File: src/rtl/tvp_pkg.sv
// Shared types and constants for the trapezoidal velocity profiler.
// No dependencies; imported by every module of the block.
package tvp_pkg;

	localparam int unsigned PosW   = 32;  // signed Q16.16 positions and velocity
	localparam int unsigned ErrW   = PosW + 1;
	localparam int unsigned LimW   = 31;  // unsigned Q15.16 magnitudes
	localparam int unsigned TimeW  = 32;
	localparam int unsigned ProdW  = 64;
	localparam int unsigned StepW  = 47;  // (accel * dt) >> 16
	localparam int unsigned FracW  = 16;
	localparam int unsigned SumW   = StepW + 2;

	// Operand pairs for the shared multiplier
	localparam logic [1:0] MSEL_VV = 2'd0;  // |v| * |v|
	localparam logic [1:0] MSEL_EA = 2'd1;  // |err| * accel
	localparam logic [1:0] MSEL_AD = 2'd2;  // accel * dt

	typedef struct packed {
		logic [1:0] mul_sel;
		logic       cap_vv;
		logic       cap_brake;
		logic       do_sum;
		logic       do_out;
		logic       busy;
	} ctrl_t;

endpackage

File: src/rtl/tvp_mul.sv
// Shared 32x32 unsigned multiplier with operand select and registered product.
// Depends on tvp_pkg for widths and select codes.
module tvp_mul (
	input  logic                        clk,
	input  logic [1:0]                  sel,
	input  logic [tvp_pkg::PosW-1:0]    abs_v,
	input  logic [tvp_pkg::PosW-1:0]    abs_e,
	input  logic [tvp_pkg::LimW-1:0]    accel,
	input  logic [tvp_pkg::TimeW-1:0]   dt,
	output logic [tvp_pkg::ProdW-1:0]   prod
);
	import tvp_pkg::*;

	logic [31:0]      op_a;
	logic [31:0]      op_b;
	logic [ProdW-1:0] prod_q;

	always_comb begin
		unique case (sel)
			MSEL_VV: begin
				op_a = abs_v;
				op_b = abs_v;
			end
			MSEL_EA: begin
				op_a = abs_e;
				op_b = {1'b0, accel};
			end
			MSEL_AD: begin
				op_a = {1'b0, accel};
				op_b = dt;
			end
			default: begin
				op_a = '0;
				op_b = '0;
			end
		endcase
	end

	always_ff @(posedge clk) begin
		prod_q <= ProdW'(op_a) * ProdW'(op_b);
	end

	assign prod = prod_q;

endmodule

File: src/rtl/tvp_ctrl.sv
// Sequencer that steps one item through the shared multiplier.
// Depends on tvp_pkg for the control struct and select codes.
module tvp_ctrl (
	input  logic           clk,
	input  logic           arst_n,
	input  logic           in_fire,
	input  logic           out_block,
	output tvp_pkg::ctrl_t ctrl
);
	import tvp_pkg::*;

	localparam logic [2:0] ST_IDLE = 3'd0;
	localparam logic [2:0] ST_VV   = 3'd1;
	localparam logic [2:0] ST_EA   = 3'd2;
	localparam logic [2:0] ST_AD   = 3'd3;
	localparam logic [2:0] ST_SUM  = 3'd4;
	localparam logic [2:0] ST_OUT  = 3'd5;

	logic [2:0] state_q;
	logic [2:0] state_d;

	always_comb begin
		state_d        = state_q;
		ctrl.mul_sel   = MSEL_VV;
		ctrl.cap_vv    = 1'b0;
		ctrl.cap_brake = 1'b0;
		ctrl.do_sum    = 1'b0;
		ctrl.do_out    = 1'b0;
		ctrl.busy      = 1'b1;
		unique case (state_q)
			ST_IDLE: begin
				ctrl.busy = 1'b0;
				if (in_fire) state_d = ST_VV;
			end
			ST_VV: begin
				ctrl.mul_sel = MSEL_VV;
				state_d      = ST_EA;
			end
			ST_EA: begin
				ctrl.mul_sel = MSEL_EA;
				ctrl.cap_vv  = 1'b1;
				state_d      = ST_AD;
			end
			ST_AD: begin
				ctrl.mul_sel   = MSEL_AD;
				ctrl.cap_brake = 1'b1;
				state_d        = ST_SUM;
			end
			ST_SUM: begin
				ctrl.do_sum = 1'b1;
				state_d     = ST_OUT;
			end
			ST_OUT: begin
				// hold until the output register is free
				if (!out_block) begin
					ctrl.do_out = 1'b1;
					state_d     = ST_IDLE;
				end
			end
			default: state_d = ST_IDLE;
		endcase
	end

	always_ff @(posedge clk or negedge arst_n) begin
		if (!arst_n) begin
			state_q <= ST_IDLE;
		end else begin
			state_q <= state_d;
		end
	end

endmodule

File: src/rtl/trapezoidal_velocity_profiler_unit.sv
// Top level of the trapezoidal velocity profiler: registers, datapath, assertions.
// Depends on tvp_pkg, tvp_mul and tvp_ctrl.
//
//   channel | handshake               | payload
//   --------+-------------------------+----------------------------------------------
//   in      | in_valid / in_stall     | position_now, position_goal, speed_limit, time_now
//   out     | out_valid / out_stall   | velocity_cmd
//   cfg     | cfg_valid / cfg_ready   | cfg_data (max_accel)
//
// The result is built in steps after the input transfer: three passes through the one
// shared 32x32 multiplier, a sum step and the clamp into the output register.
// No new item is taken before the current one has finished its last step.
// A new item is taken only while the sequencer is idle; a waiting result does not block it.
// Reset clears the stored time, the stored velocity and max_accel; there is no clear pass.
// A stalled result holds the sequencer in its last step until the output register frees.
module trapezoidal_velocity_profiler_unit (
	input  logic                              clk,
	input  logic                              arst_n,
	input  logic                              cfg_valid,
	output logic                              cfg_ready,
	input  logic [tvp_pkg::LimW-1:0]          cfg_data,
	input  logic                              in_valid,
	output logic                              in_stall,
	input  logic signed [tvp_pkg::PosW-1:0]   position_now,
	input  logic signed [tvp_pkg::PosW-1:0]   position_goal,
	input  logic [tvp_pkg::LimW-1:0]          speed_limit,
	input  logic [tvp_pkg::TimeW-1:0]         time_now,
	output logic                              out_valid,
	input  logic                              out_stall,
	output logic signed [tvp_pkg::PosW-1:0]   velocity_cmd
);
	import tvp_pkg::*;

	ctrl_t              ctrl;
	logic               in_fire;
	logic               out_block;

	logic [LimW-1:0]    accel_q;
	logic [TimeW-1:0]   last_time_q;
	logic [PosW-1:0]    last_vel_q;
	logic [ErrW-1:0]    err_q;
	logic [LimW-1:0]    limit_q;
	logic [TimeW-1:0]   dt_q;
	logic [2*LimW-1:0]  vv_q;
	logic               brake_q;
	logic [SumW-1:0]    sum_q;
	logic [PosW-1:0]    out_q;
	logic               out_valid_q;

	logic [PosW-1:0]    abs_v;
	logic [ErrW-1:0]    err_neg;
	logic [PosW-1:0]    abs_e;
	logic [ProdW-1:0]   prod;
	logic               err_pos;
	logic               v_pos;
	logic               step_neg;
	logic [SumW-1:0]    v_ext;
	logic [SumW-1:0]    step_ext;
	logic [SumW-1:0]    lim_ext;
	logic [SumW-1:0]    lim_neg;
	logic [PosW-1:0]    clamped;

	assign cfg_ready = 1'b1;
	assign in_fire   = in_valid && !ctrl.busy;
	assign in_stall  = ctrl.busy;
	assign out_block = out_valid_q && out_stall;

	tvp_ctrl u_ctrl (
		.clk       (clk),
		.arst_n    (arst_n),
		.in_fire   (in_fire),
		.out_block (out_block),
		.ctrl      (ctrl)
	);

	// stored velocity never reaches -2^31, so its magnitude fits the word
	assign abs_v   = last_vel_q[PosW-1] ? (~last_vel_q + 1'b1) : last_vel_q;
	assign err_neg = ~err_q + 1'b1;
	assign abs_e   = err_q[ErrW-1] ? err_neg[PosW-1:0] : err_q[PosW-1:0];

	tvp_mul u_mul (
		.clk   (clk),
		.sel   (ctrl.mul_sel),
		.abs_v (abs_v),
		.abs_e (abs_e),
		.accel (accel_q),
		.dt    (dt_q),
		.prod  (prod)
	);

	// zero counts as negative for both the error and the velocity
	assign err_pos  = !err_q[ErrW-1] && (err_q != '0);
	assign v_pos    = !last_vel_q[PosW-1] && (last_vel_q != '0);
	assign step_neg = brake_q ? !err_pos : v_pos;
	assign v_ext    = {{(SumW-PosW){last_vel_q[PosW-1]}}, last_vel_q};
	assign step_ext = {2'b00, prod[FracW+StepW-1:FracW]};

	assign lim_ext = {{(SumW-LimW){1'b0}}, limit_q};
	assign lim_neg = ~lim_ext + 1'b1;

	always_comb begin
		priority if ($signed(sum_q) > $signed(lim_ext)) begin
			clamped = lim_ext[PosW-1:0];
		end else if ($signed(sum_q) < $signed(lim_neg)) begin
			clamped = lim_neg[PosW-1:0];
		end else begin
			clamped = sum_q[PosW-1:0];
		end
	end

	always_ff @(posedge clk or negedge arst_n) begin
		if (!arst_n) begin
			accel_q     <= '0;
			last_time_q <= '0;
			last_vel_q  <= '0;
			out_valid_q <= 1'b0;
		end else begin
			if (cfg_valid && cfg_ready) accel_q <= cfg_data;
			if (in_fire) last_time_q <= time_now;
			if (ctrl.do_out) begin
				last_vel_q  <= clamped;
				out_valid_q <= 1'b1;
			end else if (out_valid_q && !out_stall) begin
				out_valid_q <= 1'b0;
			end
		end
	end

	always_ff @(posedge clk) begin
		if (in_fire) begin
			err_q   <= {position_goal[PosW-1], position_goal}
			         - {position_now[PosW-1], position_now};
			limit_q <= speed_limit;
			dt_q    <= time_now - last_time_q;
		end
		if (ctrl.cap_vv) vv_q <= prod[2*LimW-1:0];
		// |err| > floor(v*v / 2a) exactly when 2*|err|*a > v*v
		if (ctrl.cap_brake) brake_q <= {prod[ProdW-2:0], 1'b0} > {2'b00, vv_q};
		if (ctrl.do_sum) sum_q <= step_neg ? (v_ext - step_ext) : (v_ext + step_ext);
		if (ctrl.do_out) out_q <= clamped;
	end

	assign out_valid    = out_valid_q;
	assign velocity_cmd = out_q;

	a_busy_after_transfer: assert property (@(posedge clk) disable iff (!arst_n)
		in_valid && !in_stall |=> in_stall)
		else $error("input taken while an item is in progress");

	a_result_in_limit: assert property (@(posedge clk) disable iff (!arst_n)
		$rose(out_valid_q) |-> ($signed({out_q[PosW-1], out_q}) <= $signed({2'b00, limit_q}))
			&& ($signed({out_q[PosW-1], out_q}) >= -$signed({2'b00, limit_q})))
		else $error("result outside the speed limit");

	a_result_from_sequencer: assert property (@(posedge clk) disable iff (!arst_n)
		$rose(out_valid_q) |-> $past(ctrl.do_out))
		else $error("result raised without a finished item");

endmodule
File: config.mk
export PLATFORM = sky130hd
export DESIGN_NAME = trapezoidal_velocity_profiler_unit
export DESIGN_NICKNAME = d
export VERILOG_FILES = /design/src/rtl/tvp_pkg.sv /design/src/rtl/tvp_mul.sv /design/src/rtl/tvp_ctrl.sv /design/src/rtl/trapezoidal_velocity_profiler_unit.sv
export SDC_FILE = /design/constraint.sdc
export NUM_CORES = 2
export LEC_CHECK = 0
export ABC_AREA = 1
export BUFFER_PORTS_ARGS = -buffer_cell sky130_fd_sc_hd__buf_2
export CORE_ASPECT_RATIO = 1.5
export CORE_MARGIN = 2
export CORE_UTILIZATION = 55
export DETAILED_ROUTE_END_ITERATION = 10
export PLACE_DENSITY = 0.74
export SLEW_MARGIN = 20
export SYNTH_ARGS = -nofsm -noshare
export SYNTH_HDL_FRONTEND = slang
export SYNTH_SLANG_ARGS = --single-unit
export TNS_END_PERCENT = 100
File: constraint.sdc
create_clock -name clk -period 7.8 [get_ports clk]
set_input_delay 0.78 -clock clk [delete_from_list [all_inputs] [get_ports clk]]
set_output_delay 0.78 -clock clk [all_outputs]
set_load 0.03 [all_outputs]
==> run summary <==
status: complete, but fails checks
failing checks: negative setup slack
RSZ-0062 raised after global routing: true
Hold Path Class: input port to asynchronous set/reset pin
Worst path max stage delay: 0.60 ns
Routed Antenna Nets: 0
Via Count: 57630
Avg Inst Size Synth: 7.881 sq um
GR Overflow Total: 0
Synth Cell Area: 0.06242 sq mm
GPL Wtd Cong: 1.062
core area: 0.1128 sq mm
clk slew on worst S/H paths: 0.06 ns
largest net degree at the start of global routing: 95
DR WL/cell: 22.50 um
share of cells above drive strength 1: 21.12%
Syn-to-layout area delta: 23.91%
commonest non-fill, non-tap cell in the layout: inv_1
Ports: 198
row cnt: 151
final hold vios: 0
Die H: 416.6 um
vias in the first global route: 60760
pre-CTS setup slack: -1.182 ns
YS warnings: 0
Vias/cell: 5.552
GRT Total Usage: 39.89%
Slew @ Worst Pin: 1.358 ns
setup ws final: -0.5807 ns
Rel. slew slack: 9.452%
initial antenna violation count: 6
Synth area leaders: fa_1, edfxtp_1, inv_1
Yosys top cell area share: 28.80%
Clock Skews: 0.02012 ns
Crit path top cell by count: fa_1
Netlist cell types: 69
max-slew violations: 0
initial drt markers: 4352
clk_lat worst skew: 0.64 ns
Synth Net Count: 9494
CP endpoint kind: register
die area: 0.1163 sq mm
Yosys reg bits: 402
EDFF count, synth: 240
Clock Sinks: 402
root buf cell: clkbuf_16
CP Launch Type: register
post-synthesis sequential area ratio: 17.53%
CP max FO: 6
minimum clock period: 8.381 ns
Worst EP arrival: 8.90 ns
final core utilization: 68.58%
maximum clock rate: 0.1193 GHz
first-pass GRT wire length: 346100 um
initial core utilization: 55.34%
max-cap violations: 0
cell taking the most area after synthesis: fa_1
CTS Buffer Depth: 3
port bufs: 196
crit path kind: register to register
Post-synth ARST share: 24.63%
CP max stage cell: fa_1
Hold Buf Count CTS: 0
commonest cells after routing, fill and taps aside: inv_1, nand2_1, fa_1
# DRC: 0
1st-pass router iterations: 6
Die Wd: 279.1 um
CTS tree: done
# setup viols final: 45
Final #Nets: 10460
number of CTS-inserted buffers: 43
Critical Path RT: 8.32 ns
fin crit share: 107.4%
number of H-tree levels: 2
main flop type after synthesis: edfxtp_1
WL final: 233500 um
Synth Instances: 7921
Detailed Place HPWL: 190100 um
-- metal layers --
layer  up-vias  track usage (%)  share of wire [%]  routed length, um
met4         0            36.84                 12              28170
met5         -                0                  0                  0
li1      25940                -                  -                  -
met1     27970            39.59                 32              74280
met2      2597            70.79                 50             116300
met3      1127            6.428                6.3              14790
-- cell type report --
type,count,area [sq um]
tap,1453,1818
timing repair buffer,1149,9736
antenna,5,12.51
multi-input combinational,5370,46170
sequential,402,10950
clock inverter,23,229.0
inverter,1921,7252
fill,9098,35440
clock buffer,57,1180
-- cells by family after synthesis --
family	synth area share, %
fa+ha+maj	39.06
mux	0.2525
flops	17.53
simple gates	19.65
other cells	0.006007
buf+inv	13.41
xor+xnor	3.283
compound gates	6.801
-- registers in the layout (all words and copies together), names as in the netlist, 32 cells and up --
signal	flops
dt_q	32
err_q	33
last_time_q	32
last_vel_q	32
sum_q	49
u_mul.prod	63
velocity_cmd	32
vv_q	62
-- cell usage after synthesis (28+ instances only) --
master       n
nand4_1     62
nor4_1      33
nand3_1    253
nor3_1      74
buf_2      120
dfrtp_1     99
a21o_1      44
dfxtp_1     63
ha_1       512
xor2_1     175
clkbuf_1    58
edfxtp_1   240
buf_4       28
nor2_1     641
xnor2_1     59
a31oi_1     35
fa_1       898
o21ai_0    214
inv_1     1888
nand2_1   1813
a21oi_1    284
o21bai_1    30
-- through the flow --
step	hold WS, ns	TNS [ns]	area (sq um)	cells
6_report	0.08849	-16.04	77350	10380
5_1_grt	0.1056	-28.82	77350	10380
4_1_cts	0.09070	-11.49	74550	10290
3_5_place_dp	0.4210	-31.31	71290	10170
3_3_place_gp	0.4217	-26.01	71290	10170
2_1_floorplan	0.4123	0	62430	7921
-- critical path: cells and delay by family, from the launching register on --
kind,cells,cell delay [ns]
compound gates,3,0.51
flops,1,0.40
fa+ha+maj,9,4.37
buf+inv,10,1.07
xor+xnor,1,0.27
simple gates,16,1.62
-- what timing repair did --
item	4_1_cts	5_1_grt
pin swaps	117	216
cloned	4	8
gates resized for setup	341	500
setup buffers	39	85
endpoints found under the setup margin	51	53
-- final timing paths --
| kind | start | to | slack, ns | cells past startpoint |
|---|---|---|---|---|
| setup reg to reg | err_q[0] | u_mul.prod[38] | -0.58 | 39 |
| min in group clk | speed_limit[11] | limit_q[11] | 0.31 | 1 |
| max in group asynchronous | arst_n | last_vel_q[31] | 6.33 | 2 |
| hold reg to reg | u_mul.prod[1] | vv_q[1] | 0.44 | 0 |
| setup / recovery | err_q[0] | u_mul.prod[38] | -0.58 | 39 |
| hold / removal | arst_n | last_time_q[25] | 0.09 | 1 |
Power is not shown: default switching activity piles up to over one toggle a cycle in this logic, so the estimate is an artifact.
